$ cat config.mk
export PLATFORM = sky130hd
export DESIGN_NAME = bps_interp
export DESIGN_NICKNAME = d
export VERILOG_FILES = /design/src/rtl/core/bps_pkg.sv /design/src/rtl/core/bps_interp.sv
export SDC_FILE = /design/constraint.sdc
export NUM_CORES = 1
export LEC_CHECK = 0
export ABC_CLOCK_PERIOD_IN_PS = 12900
export BUFFER_PORTS_ARGS = -buffer_cell sky130_fd_sc_hd__buf_2
export CAP_MARGIN = 10
export CELL_PAD_IN_SITES_DETAIL_PLACEMENT = 0
export CELL_PAD_IN_SITES_GLOBAL_PLACEMENT = 1
export CORE_MARGIN = 1
export CORE_UTILIZATION = 55
export CTS_CLUSTER_DIAMETER = 30
export CTS_CLUSTER_SIZE = 14
export DETAILED_ROUTE_END_ITERATION = 7
export PLACE_DENSITY_LB_ADDON = 0.1
export SLEW_MARGIN = 0
export SYNTH_ARGS = -nofsm -noshare
export SYNTH_HDL_FRONTEND = slang
export SYNTH_SLANG_ARGS = --single-unit
$ cat constraint.sdc
create_clock -name clk -period 12.9 [get_ports clk]
set_input_delay 1.29 -clock clk [delete_from_list [all_inputs] [get_ports clk]]
set_output_delay 1.29 -clock clk [all_outputs]
set_load 0.005 [all_outputs]
$ cat src/rtl/core/bps_pkg.sv
// ----------------------------------------------------------------------------
// bps_pkg
// Shared types and constants of the bilinear pixel sampler.
// ----------------------------------------------------------------------------
package bps_pkg;

    localparam int MAX_WIDTH  = 256;
    localparam int MAX_HEIGHT = 256;
    localparam int PIXEL_BITS = 8;
    localparam int FRAC_BITS  = 8;
    localparam int COORD_BITS = 18;
    localparam int SIZE_BITS  = 9;
    localparam int COL_BITS   = 8;
    localparam int ROW_BITS   = 8;
    localparam int OUT_BITS   = 16;

    // Four banks split by row and column parity.
    localparam int NUM_BANKS      = 4;
    localparam int BANK_COL_BITS  = COL_BITS - 1;
    localparam int BANK_ROW_BITS  = ROW_BITS - 1;
    localparam int BANK_ADDR_BITS = BANK_COL_BITS + BANK_ROW_BITS;
    localparam int BANK_DEPTH     = MAX_WIDTH * MAX_HEIGHT / NUM_BANKS;

    localparam int WEIGHT_BITS = FRAC_BITS + 1;
    localparam int COLSUM_BITS = PIXEL_BITS + FRAC_BITS;
    localparam int ACC_BITS    = PIXEL_BITS + 2 * FRAC_BITS;

    localparam logic [WEIGHT_BITS-1:0] WEIGHT_ONE = WEIGHT_BITS'(1 << FRAC_BITS);
    localparam logic [SIZE_BITS-1:0]   SIZE_RESET = SIZE_BITS'(256);
    localparam logic [SIZE_BITS-1:0]   SIZE_MAX_W = SIZE_BITS'(MAX_WIDTH);
    localparam logic [SIZE_BITS-1:0]   SIZE_MAX_H = SIZE_BITS'(MAX_HEIGHT);

    // Configuration register indexes.
    localparam logic CFG_IMAGE_WIDTH  = 1'b0;
    localparam logic CFG_IMAGE_HEIGHT = 1'b1;

    // Input command codes.
    localparam logic CMD_WRITE  = 1'b0;
    localparam logic CMD_SAMPLE = 1'b1;

    // Per-sample control that travels with the memory read.
    typedef struct packed {
        logic                 valid;
        logic                 in_image;
        logic [FRAC_BITS-1:0] dx;
        logic [FRAC_BITS-1:0] dy;
        logic                 x_odd;
        logic                 y_odd;
    } sample_ctl_t;

endpackage

$ cat src/rtl/core/bps_interp.sv
// ----------------------------------------------------------------------------
// bps_interp
// Three-stage weighting pipeline: column blend, row blend, sum and output.
// ----------------------------------------------------------------------------
module bps_interp
    import bps_pkg::*;
(
    input  logic                                  clk,
    input  logic                                  rst_n,
    input  sample_ctl_t                           ctl,
    input  logic [NUM_BANKS-1:0][PIXEL_BITS-1:0]  bank_rdata,
    output logic                                  done,
    output logic [OUT_BITS-1:0]                   interp_value,
    output logic                                  inside_res
);

    logic [PIXEL_BITS-1:0]  p00;
    logic [PIXEL_BITS-1:0]  p01;
    logic [PIXEL_BITS-1:0]  p10;
    logic [PIXEL_BITS-1:0]  p11;
    logic [WEIGHT_BITS-1:0] dy1;
    logic [WEIGHT_BITS-1:0] dx1;
    logic [COLSUM_BITS:0]   col_a_sum;
    logic [COLSUM_BITS:0]   col_b_sum;
    logic [ACC_BITS-1:0]    acc_sum;

    logic [COLSUM_BITS-1:0] col_a_reg;
    logic [COLSUM_BITS-1:0] col_b_reg;
    logic [FRAC_BITS-1:0]   dx_reg;
    logic                   inside_s2_reg;
    logic                   valid_s2_reg;
    logic [ACC_BITS-1:0]    term0_reg;
    logic [ACC_BITS-1:0]    term1_reg;
    logic                   inside_s3_reg;
    logic                   valid_s3_reg;
    logic                   done_reg;
    logic [OUT_BITS-1:0]    value_reg;
    logic                   inside_reg;

    // Route banks to neighbors by the parity of the cell. Drop a neighbor
    // whose weight is zero, so a raw pixel never depends on unwritten ones.
    always_comb
    begin
        p00 = bank_rdata[{ctl.y_odd,  ctl.x_odd}];
        p10 = (ctl.dx == '0) ? '0 : bank_rdata[{ctl.y_odd, !ctl.x_odd}];
        p01 = (ctl.dy == '0) ? '0 : bank_rdata[{!ctl.y_odd,  ctl.x_odd}];
        p11 = (ctl.dx == '0 || ctl.dy == '0) ? '0
                                             : bank_rdata[{!ctl.y_odd, !ctl.x_odd}];
        dy1 = WEIGHT_ONE - WEIGHT_BITS'(ctl.dy);
        col_a_sum = (COLSUM_BITS+1)'(dy1) * (COLSUM_BITS+1)'(p00)
                  + (COLSUM_BITS+1)'(ctl.dy) * (COLSUM_BITS+1)'(p01);
        col_b_sum = (COLSUM_BITS+1)'(dy1) * (COLSUM_BITS+1)'(p10)
                  + (COLSUM_BITS+1)'(ctl.dy) * (COLSUM_BITS+1)'(p11);
        dx1 = WEIGHT_ONE - WEIGHT_BITS'(dx_reg);
        acc_sum = term0_reg + term1_reg;
    end

    always_ff @(posedge clk or negedge rst_n)
    begin
        if (!rst_n)
        begin
            valid_s2_reg <= 1'b0;
            valid_s3_reg <= 1'b0;
            done_reg     <= 1'b0;
        end
        else
        begin
            valid_s2_reg <= ctl.valid;
            valid_s3_reg <= valid_s2_reg;
            done_reg     <= valid_s3_reg;
        end
    end

    always_ff @(posedge clk)
    begin
        // Column blend across the two rows.
        col_a_reg     <= col_a_sum[COLSUM_BITS-1:0];
        col_b_reg     <= col_b_sum[COLSUM_BITS-1:0];
        dx_reg        <= ctl.dx;
        inside_s2_reg <= ctl.in_image;
        // Row blend across the two columns.
        term0_reg     <= ACC_BITS'(dx1) * ACC_BITS'(col_a_reg);
        term1_reg     <= ACC_BITS'(dx_reg) * ACC_BITS'(col_b_reg);
        inside_s3_reg <= inside_s2_reg;
        // Drop the extra fraction bits, zero the value when outside.
        value_reg     <= inside_s3_reg ? acc_sum[ACC_BITS-1:FRAC_BITS] : '0;
        inside_reg    <= inside_s3_reg;
    end

    assign done         = done_reg;
    assign interp_value = value_reg;
    assign inside_res   = inside_reg;

endmodule

==> results of run 1 <==
cells by family after synthesis:
family,synth area share (%)
AO/OA/AOI/OAI,5.93
XOR/XNOR,3.97
AND/OR/NAND/NOR,17.3
buffers and inverters,9.83
multiplexers,2.20
flip-flops,10.5
adder cells (fa/ha/maj),50.3
synthesized netlist by cell type, types with 4 or more instances:
cell and count:
mux2i_1 15, mux4_2 8, a21oi_1 53, nand2b_1 9, a21o_1 19, buf_2 8, and3b_1 5, a211oi_1 14
mux2_2 12, clkbuf_1 56, or3_1 9, o21bai_1 6, nor2_1 88, o21ai_0 25, a211o_1 4, buf_1 14
inv_1 470, xnor2_1 75, and2_1 236, fa_1 384, or2_2 4, nor3_1 31, nor2b_1 10, nand3_1 24
nand2_1 301, dfxtp_1 107, ha_1 237, o21a_1 18, xor2_1 21, a31oi_1 4, and3_1 17, o311a_1 4
layout make-up:
cell class,instances,area [µm²]
multi-input combinational,1680,16900
fill,3385,15400
sequential,110,2220
inverter,472,1770
tap,511,639
timing repair buffer,87,473
clock buffer,10,229
clock inverter,6,83.8
critical path, delay by kind of cell:
| kind | cells | cell delay (ns) |
|---|---|---|
| fa+ha+maj | 8 | 3.54 |
| buf+inv | 6 | 0.77 |
| xor+xnor | 1 | 0.13 |
| simple gates | 5 | 1.57 |
| compound gates | 6 | 1.27 |
per-layer routing:
| metal | up-vias | routed length, µm | global-route usage (%) |
|---|---|---|---|
| met3 | 59 | 1850 | 2.37 |
| met1 | 7336 | 21100 | 34.2 |
| met2 | 308 | 22700 | 44.5 |
| met4 | 0 | 1460 | 8.58 |
| li1 | 7182 | - | - |
| met5 | - | 0 | 0 |
worst max-delay path by stage:
stage / end / cells after the start
after global placement: col_b_reg[15] / 26
after detailed placement: col_b_reg[15] / 26
final: col_b_reg[15] / 26
after global routing: col_b_reg[15] / 26
after CTS: col_b_reg[15] / 26
after floorplan: col_b_reg[15] / 26
through the flow:
stage / utilization [%] / hold slack, ns / worst slack (ns)
2_1_floorplan: - / 0.310 / 5.27
4_1_cts: 59.2 / 0.332 / 4.59
5_1_grt: 59.2 / 0.351 / 4.18
3_3_place_gp: 58.3 / 0.312 / 4.37
3_5_place_dp: 58.3 / 0.314 / 4.20
6_report: 59.2 / 0.329 / 4.55
==> results.toml, run 1 <==
[outcome]
status = "complete, no violations"

[synth]
yosysUniqueCellTypes = 64
yosys.area.top_type_share_pct = 36.3
synth_area_mm2 = 0.0212
synth_edf_count = 0
postSynthCellCount = 2341
ys_seq_area_share_pct = 10.5
ys_async_sr_fraction_pct = 2.73
syn_nets = 3016
synth_top_area_cell = "fa_1"
syn_area_per_cell_um2 = 9.05
synth_area_leaders = "fa_1 (36%), ha_1 (14%), dfxtp_1 (10%)"
synth-seq-cells = 110
synth_ff_type = "dfxtp_1"
yosys_warnings = 0

[final_layout]
syn2layout_area_growth_pct = 5.45
finalNetCount = 3035
instances_no_fill = 2876
final_common_cell = "inv_1"
design_area_mm2 = 0.0223
drive_gt1_share_pct = 6.38
n_antenna_cell = 0
final_cell_mix = "inv_1 (470), fa_1 (384), nand2_1 (301), ha_1 (237), and2_1 (236)"

[global_routing]
overflow = 0
track_usage_pct = 25.9
grt_pass1_wl_um = 78900
grt_max_degree = 53
antenna_found_initial = 0
first_global_vias = 15600

[clock_network]
cts_htree_levels = 3
cts_setup_buffers = 0
cts_tree = "built"
clkTransAtPathRegs_ns = 0.07
cts_buffer_depth = 2
cts_buffers = 9
clk_latency_ns = 0.37
root_buffer = "clkbuf_16"
cts.sinks = 110
cts_resized = 0
ctsHoldBuffers = 0

[timing]
rsz0062_at_grt = "false"
min_period_ns = 8.35
worst_pin_slew_ns = 1.21
fin_crit_sh_pct = 64.7
max_slew_margin_pct = 19.3
setup_violations = 0
slew_viol_final = 0
hold_violations = 0
finalSetupTns_ns = 0
fmax_mhz = 120
clock_skew_ns = 0.0127

[worst_setup_path]
timing.rr.end = "term0_reg[23]"
slowest_delay_ns = 0.65
crit_slowest_cell = "or3_1"
critPathKind = "in -> reg"
cpMostUsedCell = "fa_1"
critPathMaxFanout = 25
worstReg2RegStart = "dx_reg[2]"
required_ns = 13.13
ff2ff_path_depth = 18
cp-startpoint = "ctl[2]"
critPathCaptureType = "register"
crit_path_start_kind = "input port"
r2r_slack_ns = 6.61
cp.arrival_ns = 8.58

[detailed_routing]
route.vias.total = 14900
drt_wl_total_um = 47200
first_iter_violations = 579
viasPerCell = 5.18
wl_per_cell_um = 16.4
ant_nets = 0
first_pass_iters = 5
drcViolationCount = 0

[hold_path]
min_path_type = "reg -> reg"
hold_end = "inside_s3_reg"
hp-start = "inside_s2_reg"
min_path_cells = 0

[floorplan]
die_w_um = 198
ios = 72
die_h_um = 198
die_area_mm2 = 0.0393
start_util_pct = 56.1
fp-row-count = 71
fp.coreArea_mm2 = 0.0378

[place]
dp.cells = 2860
dpl_cell_area_mm2 = 0.0220
io_buffers = 71
dpl.hpwl_um = 38800
gp_congestion = 0.871

[run]
cap_violations = 0
Power of run 1 is left out: the tool's default activity adds up to more than one toggle a clock period on the data nets, which glitch-free logic cannot reach.
==> run 2: changes to the inputs <==
- ABC_CLOCK_PERIOD_IN_PS: 12900 -> 7450
- CORE_UTILIZATION: 55 -> 46
- clock period: 12.9 -> 7.45 ns (I/O delays scaled with it)
==> run 2 against run 1 <==
Effect of this change: register-to-register slack worse by 5.2 ns; via count rose by 0.92%; sequential share of layout area down 0.15 points; worst hold slack worse by 0.17 ns; largest cell class unchanged; routed wire length grew 4.5%; non-clock buffer count up 39; clock skew decreased by 0.0051 ns; final cell count up 4.5%; global-route usage is 3.6 points lower.
==> results.toml, run 2 (synthesis results as in run 1) <==
[final_layout]
final_common_cell = "inv_1"
n_antenna_cell = 0
drive_gt1_share_pct = 7.65
syn2layout_area_growth_pct = 7.09
fill_cells = 4495
finalNetCount = 3074
multiInputGateArea_mm2 = 0.0169
regArea_mm2 = 0.00222
final_cell_mix = "inv_1 (470), fa_1 (384), nand2_1 (301), ha_1 (237), and2_1 (236)"

[timing]
setup_violations = 0
fmax_mhz = 145
fin_crit_sh_pct = 92.5
finalSetupTns_ns = 0
min_period_ns = 6.89
clock_skew_ns = 0.00767
rsz0062_at_grt = "false"
worst_pin_slew_ns = 1.07
slew_viol_final = 0
max_slew_margin_pct = 28.6
hold_violations = 0

[clock_network]
cts_tree = "built"
cts.sinks = 110
cts_buffer_depth = 2
clk_latency_ns = 0.36
cts_htree_levels = 3
cts_setup_buffers = 0
ctsHoldBuffers = 0
cts_resized = 0
root_buffer = "clkbuf_16"
clkTransAtPathRegs_ns = 0.07
cts_buffers = 9

[worst_setup_path]
r2r_slack_ns = 1.42
critPathMaxFanout = 10
crit_path_start_kind = "input port"
cp.arrival_ns = 7.13
ff2ff_path_depth = 21
critPathKind = "in -> reg"
worstReg2RegStart = "dx_reg[3]"
required_ns = 7.68
timing.rr.end = "term0_reg[23]"
critPathCaptureType = "register"

[detailed_routing]
viasPerCell = 5.00
ant_nets = 0
first_pass_iters = 5
drcViolationCount = 0
drt_wl_total_um = 49300
first_iter_violations = 664
wl_per_cell_um = 16.4
route.vias.total = 15000

[hold_path]
min_path_type = "in -> async"

[floorplan]
start_util_pct = 46.7
ios = 72
fp.coreArea_mm2 = 0.0454
fp-row-count = 78
die_w_um = 217
die_h_um = 217
die_area_mm2 = 0.0469

[place]
io_buffers = 71
dpl.hpwl_um = 41300
gp_congestion = 0.845

[global_routing]
antenna_found_initial = 0
track_usage_pct = 22.3
first_global_vias = 16000
grt_max_degree = 34
grt_pass1_wl_um = 82800
overflow = 0

[outcome]
status = "complete, no violations"

[run]
cap_violations = 0
run 2: cell count changes in the layout (fill, tap and decap cells not counted), sizes merged:
| cell | delta |
|---|---|
| buf | +39 |
| clkinvlp | +1 |
| clkinv | +1 |
| inv | -1 |
| bufinv | -1 |
run 2: worst max path at each step:
stage            from       endpoint  slack (ns)  depth (start not counted)
2_1_floorplan  ctl[2]  col_b_reg[15]        0.37                         26
3_3_place_gp   ctl[2]  col_b_reg[15]        0.33                         26
3_5_place_dp   ctl[2]  col_b_reg[15]        0.22                         26
4_1_cts        ctl[2]  col_b_reg[15]        0.61                         26
5_1_grt        ctl[2]  col_b_reg[15]        0.31                         26
6_report       ctl[2]  col_b_reg[15]        0.56                         26
run 2: routing by layer:
metal	vias to the layer above	share of wire, %	track usage, %
met4	0	1.7	4.79
met1	7448	47	30.2
met2	264	48	38.9
met5	-	0	0
li1	7267	-	-
met3	43	3.0	1.47
run 2: area by class of cell:
class	count	area share (%)
clock buffers	10	1.01
clock inverters	6	0.281
inverters	472	7.81
multi-input cells	1680	74.4
flip-flops and latches	110	9.77
well taps	600	3.31
repair buffers	126	3.39
run 2: through the flow:
stage	setup slack, ns	util, %	area [µm²]	std cells	hold WS [ns]
CTS	0.612	50.0	22700	3004	0.140
finish	0.556	50.0	22700	3004	0.162
detailed placement	0.217	49.4	22400	2988	0.319
global placement	0.327	49.4	22400	2988	0.313
floorplan	0.368	-	21200	2341	0.310
global route	0.307	50.0	22700	3004	0.139
run 2: worst max-delay path, stage by stage:
cell,delay (ns)
buf_2,0.10
inv_1,0.07
ha_1,0.23
nand2_1,0.10
or3_1,0.38
or3_1,0.39
o21ai_4,0.16
buf_4,0.23
nor2_1,0.10
nand2_1,0.12
fa_1,0.44
fa_1,0.51
inv_1,0.05
fa_1,0.56
fa_1,0.44
fa_1,0.50
inv_1,0.05
fa_1,0.47
inv_1,0.04
ha_1,0.32
a21o_1,0.17
a31o_2,0.24
a211o_1,0.28
a31oi_1,0.20
o21bai_1,0.10
xnor2_1,0.14
Power of run 2 is left out for the same reason.
