==> src/rtl/core/bps_pkg.sv <==
// ----------------------------------------------------------------------------
// bps_pkg
// Shared types and constants of the bilinear pixel sampler.
// ----------------------------------------------------------------------------
package bps_pkg;

    localparam int MAX_WIDTH  = 256;
    localparam int MAX_HEIGHT = 256;
    localparam int PIXEL_BITS = 8;
    localparam int FRAC_BITS  = 8;
    localparam int COORD_BITS = 18;
    localparam int SIZE_BITS  = 9;
    localparam int COL_BITS   = 8;
    localparam int ROW_BITS   = 8;
    localparam int OUT_BITS   = 16;

    // Four banks split by row and column parity.
    localparam int NUM_BANKS      = 4;
    localparam int BANK_COL_BITS  = COL_BITS - 1;
    localparam int BANK_ROW_BITS  = ROW_BITS - 1;
    localparam int BANK_ADDR_BITS = BANK_COL_BITS + BANK_ROW_BITS;
    localparam int BANK_DEPTH     = MAX_WIDTH * MAX_HEIGHT / NUM_BANKS;

    localparam int WEIGHT_BITS = FRAC_BITS + 1;
    localparam int COLSUM_BITS = PIXEL_BITS + FRAC_BITS;
    localparam int ACC_BITS    = PIXEL_BITS + 2 * FRAC_BITS;

    localparam logic [WEIGHT_BITS-1:0] WEIGHT_ONE = WEIGHT_BITS'(1 << FRAC_BITS);
    localparam logic [SIZE_BITS-1:0]   SIZE_RESET = SIZE_BITS'(256);
    localparam logic [SIZE_BITS-1:0]   SIZE_MAX_W = SIZE_BITS'(MAX_WIDTH);
    localparam logic [SIZE_BITS-1:0]   SIZE_MAX_H = SIZE_BITS'(MAX_HEIGHT);

    // Configuration register indexes.
    localparam logic CFG_IMAGE_WIDTH  = 1'b0;
    localparam logic CFG_IMAGE_HEIGHT = 1'b1;

    // Input command codes.
    localparam logic CMD_WRITE  = 1'b0;
    localparam logic CMD_SAMPLE = 1'b1;

    // Per-sample control that travels with the memory read.
    typedef struct packed {
        logic                 valid;
        logic                 in_image;
        logic [FRAC_BITS-1:0] dx;
        logic [FRAC_BITS-1:0] dy;
        logic                 x_odd;
        logic                 y_odd;
    } sample_ctl_t;

endpackage

==> src/rtl/core/bps_front.sv <==
// ----------------------------------------------------------------------------
// bps_front
// Configuration registers, coordinate decode and bank address generation.
// ----------------------------------------------------------------------------
module bps_front
    import bps_pkg::*;
(
    input  logic                                      clk,
    input  logic                                      rst_n,
    input  logic                                      cfg_write,
    input  logic                                      cfg_index,
    input  logic [SIZE_BITS-1:0]                      cfg_data,
    input  logic                                      accept,
    input  logic                                      cmd,
    input  logic [COL_BITS-1:0]                       write_col,
    input  logic [ROW_BITS-1:0]                       write_row,
    input  logic [PIXEL_BITS-1:0]                     write_value,
    input  logic signed [COORD_BITS-1:0]              sample_x,
    input  logic signed [COORD_BITS-1:0]              sample_y,
    output logic [NUM_BANKS-1:0]                      bank_we,
    output logic [NUM_BANKS-1:0][BANK_ADDR_BITS-1:0]  bank_addr,
    output logic [PIXEL_BITS-1:0]                     bank_wdata,
    output sample_ctl_t                               ctl
);

    logic [SIZE_BITS-1:0] width_reg;
    logic [SIZE_BITS-1:0] height_reg;
    logic [SIZE_BITS-1:0] cfg_clamped_w;
    logic [SIZE_BITS-1:0] cfg_clamped_h;

    logic                 far_out;
    logic [16:0]          x_clamp;
    logic [16:0]          y_clamp;
    logic [SIZE_BITS-1:0] x_cell;
    logic [SIZE_BITS-1:0] y_cell;
    logic                 beyond;
    logic                 last_cell;
    logic                 is_sample;
    logic [BANK_COL_BITS-1:0] col_even;
    logic [BANK_COL_BITS-1:0] col_odd;
    logic [BANK_ROW_BITS-1:0] row_even;
    logic [BANK_ROW_BITS-1:0] row_odd;
    logic [1:0]           wr_bank;

    sample_ctl_t ctl_reg;
    sample_ctl_t ctl_next;

    // Zero acts as one, anything above the store size saturates.
    always_comb
    begin
        cfg_clamped_w = cfg_data;
        if (cfg_data == '0)
        begin
            cfg_clamped_w = SIZE_BITS'(1);
        end
        else if (cfg_data > SIZE_MAX_W)
        begin
            cfg_clamped_w = SIZE_MAX_W;
        end
        cfg_clamped_h = cfg_data;
        if (cfg_data == '0)
        begin
            cfg_clamped_h = SIZE_BITS'(1);
        end
        else if (cfg_data > SIZE_MAX_H)
        begin
            cfg_clamped_h = SIZE_MAX_H;
        end
    end

    always_ff @(posedge clk or negedge rst_n)
    begin
        if (!rst_n)
        begin
            width_reg  <= SIZE_RESET;
            height_reg <= SIZE_RESET;
        end
        else if (cfg_write)
        begin
            unique case (cfg_index)
                CFG_IMAGE_WIDTH:  width_reg  <= cfg_clamped_w;
                CFG_IMAGE_HEIGHT: height_reg <= cfg_clamped_h;
                default:          width_reg  <= width_reg;
            endcase
        end
    end

    // Coordinate decode: range check, clamp of small negatives, cell split.
    always_comb
    begin
        far_out = (sample_x < -COORD_BITS'(signed'(128)))
               || (sample_y < -COORD_BITS'(signed'(128)))
               || ($signed({sample_x[COORD_BITS-1], sample_x})
                   > $signed({2'b00, width_reg, 8'h00}))
               || ($signed({sample_y[COORD_BITS-1], sample_y})
                   > $signed({2'b00, height_reg, 8'h00}));

        x_clamp = sample_x[COORD_BITS-1] ? '0 : sample_x[16:0];
        y_clamp = sample_y[COORD_BITS-1] ? '0 : sample_y[16:0];
        x_cell  = x_clamp[16:FRAC_BITS];
        y_cell  = y_clamp[16:FRAC_BITS];

        beyond    = (x_cell >= width_reg) || (y_cell >= height_reg);
        last_cell = (x_cell + SIZE_BITS'(1) == width_reg)
                 || (y_cell + SIZE_BITS'(1) == height_reg);

        is_sample = accept && (cmd == CMD_SAMPLE);

        ctl_next.valid    = is_sample;
        ctl_next.in_image = !far_out && !beyond;
        // Zero weights on the last column or row return the raw pixel.
        ctl_next.dx       = last_cell ? '0 : x_clamp[FRAC_BITS-1:0];
        ctl_next.dy       = last_cell ? '0 : y_clamp[FRAC_BITS-1:0];
        ctl_next.x_odd    = x_cell[0];
        ctl_next.y_odd    = y_cell[0];
    end

    // Even banks hold the neighbor one step ahead when the cell is odd.
    always_comb
    begin
        col_odd  = x_cell[COL_BITS-1:1];
        col_even = x_cell[COL_BITS-1:1] + BANK_COL_BITS'(x_cell[0]);
        row_odd  = y_cell[ROW_BITS-1:1];
        row_even = y_cell[ROW_BITS-1:1] + BANK_ROW_BITS'(y_cell[0]);
        wr_bank  = {write_row[0], write_col[0]};

        for (int b = 0; b < NUM_BANKS; b++)
        begin
            if (accept && (cmd == CMD_WRITE))
            begin
                bank_addr[b] = {write_row[ROW_BITS-1:1], write_col[COL_BITS-1:1]};
                bank_we[b]   = (wr_bank == 2'(b));
            end
            else
            begin
                bank_addr[b] = {(b[1] ? row_odd : row_even),
                                (b[0] ? col_odd : col_even)};
                bank_we[b]   = 1'b0;
            end
        end
    end

    assign bank_wdata = write_value;

    always_ff @(posedge clk or negedge rst_n)
    begin
        if (!rst_n)
        begin
            ctl_reg <= '0;
        end
        else
        begin
            ctl_reg <= ctl_next;
        end
    end

    assign ctl = ctl_reg;

endmodule

==> config.mk <==
export PLATFORM = sky130hd
export DESIGN_NAME = bps_front
export DESIGN_NICKNAME = d
export VERILOG_FILES = /design/src/rtl/core/bps_pkg.sv /design/src/rtl/core/bps_front.sv
export SDC_FILE = /design/constraint.sdc
export NUM_CORES = 1
export LEC_CHECK = 0
export BUFFER_PORTS_ARGS = -buffer_cell sky130_fd_sc_hd__buf_4
export CAP_MARGIN = 20
export CELL_PAD_IN_SITES_DETAIL_PLACEMENT = 0
export CELL_PAD_IN_SITES_GLOBAL_PLACEMENT = 1
export CORE_ASPECT_RATIO = 0.8
export CORE_MARGIN = 1
export CORE_UTILIZATION = 28
export CTS_CLUSTER_SIZE = 25
export DETAILED_ROUTE_END_ITERATION = 16
export GPL_ROUTABILITY_DRIVEN = 1
export GPL_TIMING_DRIVEN = 0
export HOLD_SLACK_MARGIN = 0.06
export PLACE_DENSITY = 0.72
export SKIP_LAST_GASP = 1
export SLEW_MARGIN = 10
export SYNTH_ARGS = -nofsm -noshare
export SYNTH_HDL_FRONTEND = slang
export SYNTH_SLANG_ARGS = --single-unit
==> constraint.sdc <==
create_clock -name clk -period 4.4 [get_ports clk]
set_input_delay 1.32 -clock clk [delete_from_list [all_inputs] [get_ports clk]]
set_output_delay 1.32 -clock clk [all_outputs]
set_load 0.02 [all_outputs]
==> qor.yml, run 1 <==
clock_network:
  clock_latency_ps: 280
  clk_pin_slew_ps: 60
  cts_tree: "built"
  post_cts_buffers: 0
  cts_buffers: 5
  clock-sinks: 38
  ctsHtreeMaxLevel: 2
  cts_root_buf: "clkbuf_16"
  ctsLongestPathBuffers: 2
synthesis:
  syn_area_per_cell_um2: 8.00
  async_reset_ff_share_pct: 100
  seq_area_frac_synth_pct: 25.4
  synth.area.top_cells: "dfrtp_1, ha_1, buf_4"
  synth_top_cell_area_share_pct: 24.0
  ys_seq_elements: 38
  synth_nets: 581
  synth_edf_count: 0
  synth_area_mm2: 0.00375
  synth_top_area_cell: "dfrtp_1"
  yosys_most_used_dff: "dfrtp_1"
  ys_warn_count: 0
  yosys.cell_count.top_type: "nand2_1"
  synth_cell_types: 50
  postSynthCellCount: 469
  yosys-top-cells-count: "nand2_1, ha_1, buf_4, dfrtp_1, o21ai_0"
routing:
  routed_wl_um: 12100
  post_drt_wl_per_cell_um: 15.0
  drc_errors: 0
  drt-vias-per-instance: 4.76
  drt_iter0_drc: 125
  drtAntennaViolNets: 0
  firstDrtPassIters: 4
  vias: 3814
setup_path:
  regToRegSetupSlack_ps: 1710
  critical_path_required_ps: 3080
  arrival_ps: 2940
  worstSetupPathType: "in2out"
  rr_worst_depth: 7
  worstReg2RegStart: "width_reg[6]$_DFFE_PN0P_"
  critPathLaunchType: "primary input"
  cp_max_fo: 17
  r2r-end: "ctl[18]$_DFF_PN0_"
  worstSetupEndpointType: "primary output"
min_path:
  hold-path-cell-count: 2
  hold_path_startpoint: "height_reg[4]$_DFFE_PN0P_"
  min_to: "height_reg[4]$_DFFE_PN0P_"
  hold_class: "reg2reg"
die:
  die-area_mm2: 0.0139
  die_h_um: 106
  start_util_pct: 28.9
  row_count: 37
  core-area_mm2: 0.0130
  num_io_pins: 163
  chipWidth_um: 131
pwr:
  pwr-share-clk_pct: 33.5
  power_density_mw_per_mm2: 273
  leakage_nw: 2.61
  peakVddDrop_v: 0.000149
  p_int_mw: 0.986
  power_frac_comb_pct: 39.0
  switchingPower_mw: 0.488
  seq_power_share_pct: 27.6
  netSwitchingFraction_pct: 33.1
timing:
  whs_ps: 534
  timing.final.crit_share_pct: 96.7
  slew_viol_final: 0
  rsz0062_at_grt: "true"
  skew_ps: 9.12
  period_needed_ps: 4260
  slew_headroom_pct: 57.7
  max_freq_ghz: 0.235
  setup_viol: 0
  worst_pin_slew_ps: 634
  hold_viol: 0
final_layout:
  nNetsFinal: 738
  largest_reg_flops: 20
  layout-drive-gt1-share_pct: 35.6
  diodes: 0
  area_delta_synth_final_pct: 43.8
  final_core_util_pct: 41.6
outcome:
  status: "completed"
global_routing:
  grt_pass1_vias: 3704
  track_usage_pct: 17.2
  grt_pass1_wl_um: 19100
  grt_overflow_total: 0
  antenna_found_initial: 0
  grt_max_degree: 39
placement:
  port_buffers: 154
  place_hpwl_um: 10400
  place_congestion: 0.864
flow_run:
  cap_violations: 0
metal layers:
metal | routed length [µm] | GRT usage [%]
met4 | 61 | 2.33
met2 | 5350 | 28.7
met1 | 5840 | 23.6
met5 | 0 | 0
met3 | 813 | 3.03
per-stage QoR:
step	setup WS, ps	instance area, µm²	power [mW]	cells	setup TNS, ps
3_3_place_gp	-381	5160	0.978	798	-5060
4_1_cts	9.94	5380	1.49	803	0
5_1_grt	-1.42	5390	1.56	802	-1.42
3_5_place_dp	-356	5160	0.987	798	-4840
2_1_floorplan	-113	3780	0.751	469	-113
6_report	144	5390	1.47	802	0
worst max-delay path by stage:
stage | from | end | depth (start not counted)
4_1_cts | sample_x[17] | bank_addr[33] | 10
2_1_floorplan | sample_y[17] | bank_addr[27] | 11
3_3_place_gp | sample_y[17] | bank_addr[27] | 13
3_5_place_dp | sample_y[17] | bank_addr[27] | 13
5_1_grt | sample_y[17] | bank_addr[27] | 11
6_report | sample_x[17] | bank_addr[34] | 11
cells by family (layout without fill, tap and decap cells):
kind of cell             Yosys count  in the layout  share of synthesized area, %
AO/OA/AOI/OAI                     80             80                          13.7
adder cells (fa/ha/maj)           37             37                          12.3
multiplexers                       4              4                          1.13
XOR/XNOR                          24             24                          6.34
flip-flops                        38             38                          25.4
AND/OR/NAND/NOR                  203            203                          28.8
buffers and inverters             83            241                          12.3
layout make-up:
cell class / count / area, µm²
plain buffers: 51 / 342
clock buffers: 6 / 139
clock inverters: 2 / 60.1
fillers: 1347 / 7570
inverters: 28 / 105
multi-input cells: 348 / 2410
flip-flops and latches: 38 / 953
well taps: 175 / 219
repair buffers: 154 / 1160
worst max-delay path: stages:
cell and delay (ps):
buf_6 130, or2b_1 260, inv_2 90, ha_4 150, ha_4 130, and3_4 180
nand3_1 90, xnor2_1 150, o21ai_2 170, buf_4 130, buf_4 120
power by group through the flow:
stage               Sequential [mW]  Clock (mW)  Combinational (mW)
CTS                           0.406       0.507               0.577
detailed placement            0.413           0               0.574
finish                        0.406       0.493               0.574
global placement              0.412           0               0.566
floorplan                     0.416           0               0.335
global route                  0.410       0.521               0.631
cell usage in the layout (no fill, tap or decap), types with 2 or more instances in the layout:
cell type | netlist | layout
a211oi_1 | 4 | 4
a21o_1 | 2 | 2
a21oi_1 | 13 | 12
a31oi_1 | 5 | 5
and2_1 | 3 | 3
and3_1 | 3 | 2
buf_1 | 2 | 2
buf_4 | 36 | 189
buf_6 | 2 | 3
bufinv_16 | 0 | 2
clkbuf_1 | 14 | 11
clkbuf_16 | 0 | 5
dfrtp_1 | 36 | 36
dfstp_2 | 2 | 2
ha_1 | 37 | 35
ha_4 | 0 | 2
inv_1 | 28 | 27
mux2_2 | 2 | 2
mux2i_1 | 2 | 2
nand2_1 | 70 | 70
nand2b_1 | 18 | 18
nand3_1 | 15 | 14
nand4_1 | 12 | 12
nor2_1 | 19 | 19
nor2b_1 | 20 | 20
nor3_1 | 11 | 10
nor3b_1 | 13 | 13
nor3b_2 | 3 | 3
nor4_1 | 5 | 5
nor4b_1 | 4 | 4
nor4bb_1 | 2 | 2
o21ai_0 | 36 | 30
o21ai_1 | 0 | 3
o21ai_2 | 0 | 3
o21bai_1 | 2 | 2
o31ai_1 | 7 | 5
o32ai_1 | 2 | 2
xnor2_1 | 19 | 19
xnor3_1 | 2 | 2
xor2_1 | 3 | 3
repair_timing:
item	4_1_cts	5_1_grt
endpoints found under the setup margin	22	7
gates resized for setup	6	4
hold buffers	0	0
pin swaps	1	1
Note: power is estimated with default switching activity, not from simulation.
==> run 2, diff against run 1 <==
SETUP_SLACK_MARGIN = 0.5   (was unset)
==> run 2 against run 1 <==
  * Via count is 3.6% higher
  * Clock power is 1% higher
  * Sequential power hardly changed
  * Fmax is 0.36% lower
  * Hold slack worse by 50 ps
  * Cell count is 3.4% higher
  * Combinational power is 10% higher
  * Wire length is 5.1% higher
  * Die area stayed put
==> qor.yml, run 2 (synthesized netlist as in run 1, its figures left out) <==
routing:
  drt-vias-per-instance: 4.77  # +0.27%
  routed_wl_um: 12700  # +5.1%
  drt_iter0_drc: 160  # +28%
  drc_errors: 0  # unchanged
  firstDrtPassIters: 4  # unchanged
  drtAntennaViolNets: 0  # unchanged
  post_drt_wl_per_cell_um: 15.3  # +1.6%
  vias: 3953  # +3.6%
die:
  die-area_mm2: 0.0139  # unchanged
  row_count: 37  # unchanged
  core-area_mm2: 0.0130  # unchanged
  chipWidth_um: 131  # unchanged
  die_h_um: 106  # unchanged
  num_io_pins: 163  # unchanged
  start_util_pct: 28.9  # unchanged
timing:
  max_freq_ghz: 0.234  # -0.36%
  timing.final.crit_share_pct: 97.1  # +0.35 points
  rsz0062_at_grt: "true"
  period_needed_ps: 4270  # +15.3 ps
  hold_viol: 0  # unchanged
  slew_viol_final: 0  # unchanged
  skew_ps: 5.92  # -3.20 ps
  setup_ws_ps: 129  # -15.3 ps
  setup_viol: 0  # unchanged
  worst_pin_slew_ps: 709  # +75.0 ps
  slew_headroom_pct: 52.7  # -5.0 points
setup_path:
  critPathLaunchType: "primary input"
  worstSetupEndpointType: "primary output"
  rr_worst_depth: 7  # unchanged
  worstSetupPathType: "in2out"
  r2r-end: "ctl[18]$_DFF_PN0_"
  cp_max_fo: 6  # -11
  cp-startpoint: "sample_x[17]"
  arrival_ps: 2950  # about the same
  critical_path_required_ps: 3080  # about the same
  regToRegSetupSlack_ps: 1850  # +140 ps
  worstReg2RegStart: "width_reg[6]$_DFFE_PN0P_"
flow_run:
  cap_violations: 0  # unchanged
clock_network:
  cts_root_buf: "clkbuf_16"
  hold_buffers: 0  # unchanged
  ctsHtreeMaxLevel: 2  # unchanged
  cts_buffers: 5  # unchanged
  clock_latency_ps: 290  # about the same
  clock-sinks: 38  # unchanged
  cts_tree: "built"
  ctsLongestPathBuffers: 2  # unchanged
  clk_pin_slew_ps: 70  # about the same
pwr:
  power_density_mw_per_mm2: 256  # -6.4%
  leakage_nw: 2.88  # +10%
  peakVddDrop_v: 0.000188  # +26%
  p_total_mw: 1.54  # +4.3%
global_routing:
  antenna_found_initial: 0  # unchanged
  grt_pass1_wl_um: 20100  # +5.0%
  track_usage_pct: 18.3  # +1.1 points
  grt_pass1_vias: 3838  # +3.6%
  grt_overflow_total: 0  # unchanged
  grt_max_degree: 39  # unchanged
final_layout:
  most-common-layout-cells: "buf_4, nand2_1, dfrtp_1"
  diodes: 0  # unchanged
  final_core_util_pct: 46.4  # +4.8 points
  nNetsFinal: 765  # +3.7%
  layout-drive-gt1-share_pct: 44.3  # +8.8 points
  largest_reg_flops: 20  # unchanged
  area_delta_synth_final_pct: 60.2
  final_common_cell: "buf_4"
placement:
  port_buffers: 154  # unchanged
  place_congestion: 0.858  # -0.65%
  place_hpwl_um: 10600  # +2.2%
  pre_cts_slack_ps: -64.3  # +292 ps
min_path:
  hold-path-cell-count: 2  # unchanged
  hold_class: "reg2reg"
  hold_path_startpoint: "height_reg[4]$_DFFE_PN0P_"
  min_to: "height_reg[4]$_DFFE_PN0P_"
outcome:
  status: "completed"
-- run 2: changes by cell type in the layout (fill, tap and decap cells not counted), moves of 4 or more --
cell	delta
clkbuf_2	+4
nor2b_1	-5
nand2_2	+6
buf_6	+26
clkbuf_1	-5
xnor2_1	-7
nand2_1	-8
buf_4	-4
xnor2_2	+7
-- run 2: critical path, stage by stage --
cell and delay [ps]:
buf_12 100, clkbuf_16 140, or2b_1 250, inv_2 90, ha_4 140, ha_4 120, and3_4 180, nand3_2 70
xnor2_2 170, o21ai_4 160, buf_6 110, buf_6 100
-- run 2: cell type report --
| cell class | instances | area, µm² |
|---|---|---|
| well taps | 175 | 219 |
| flip-flops and latches | 38 | 953 |
| inverters | 28 | 108 |
| clock buffers | 6 | 139 |
| fillers | 1313 | 6950 |
| repair buffers | 177 | 1430 |
| multi-input cells | 348 | 2660 |
| plain buffers | 55 | 443 |
| clock inverters | 2 | 60.1 |
-- run 2: worst max-delay path by stage --
stage	slack, ps	end
after detailed placement	-60	bank_addr[34]
after global routing	50	bank_addr[34]
final	130	bank_addr[34]
after CTS	110	bank_addr[34]
after global placement	-60	bank_addr[34]
after floorplan	230	bank_addr[34]
-- run 2: stage by stage --
stage                     cell area (µm²)  std cells  hold slack, ps  setup TNS [ps]
after global routing                 6010        829             558               0
after floorplan                      4020        469             450               0
after global placement               5400        798             481           -59.8
after detailed placement             5400        798             477           -64.3
final                                6010        829             484               0
after CTS                            5870        823             493               0
-- run 2: what timing repair did --
action                     CTS  global route
setup endpoints to repair   58            58
resized for setup           35            28
buffers inserted            17             6
pin swaps                   16             6
-- run 2: where the power goes --
group	internal [mW]	switching, mW
logic	0.304	0.329
registers	0.380	0.0251
clock network	0.341	0.158
total	1.03	0.512
-- run 2: layer usage --
| metal | part of all wire, % | vias to the layer above | track usage, % |
|---|---|---|---|
| met5 | 0 | - | 0 |
| met3 | 5.9 | 9 | 2.84 |
| met2 | 45 | 156 | 30.5 |
| met1 | 48 | 1814 | 25.1 |
| li1 | - | 1974 | - |
| met4 | 0.78 | 0 | 3.32 |
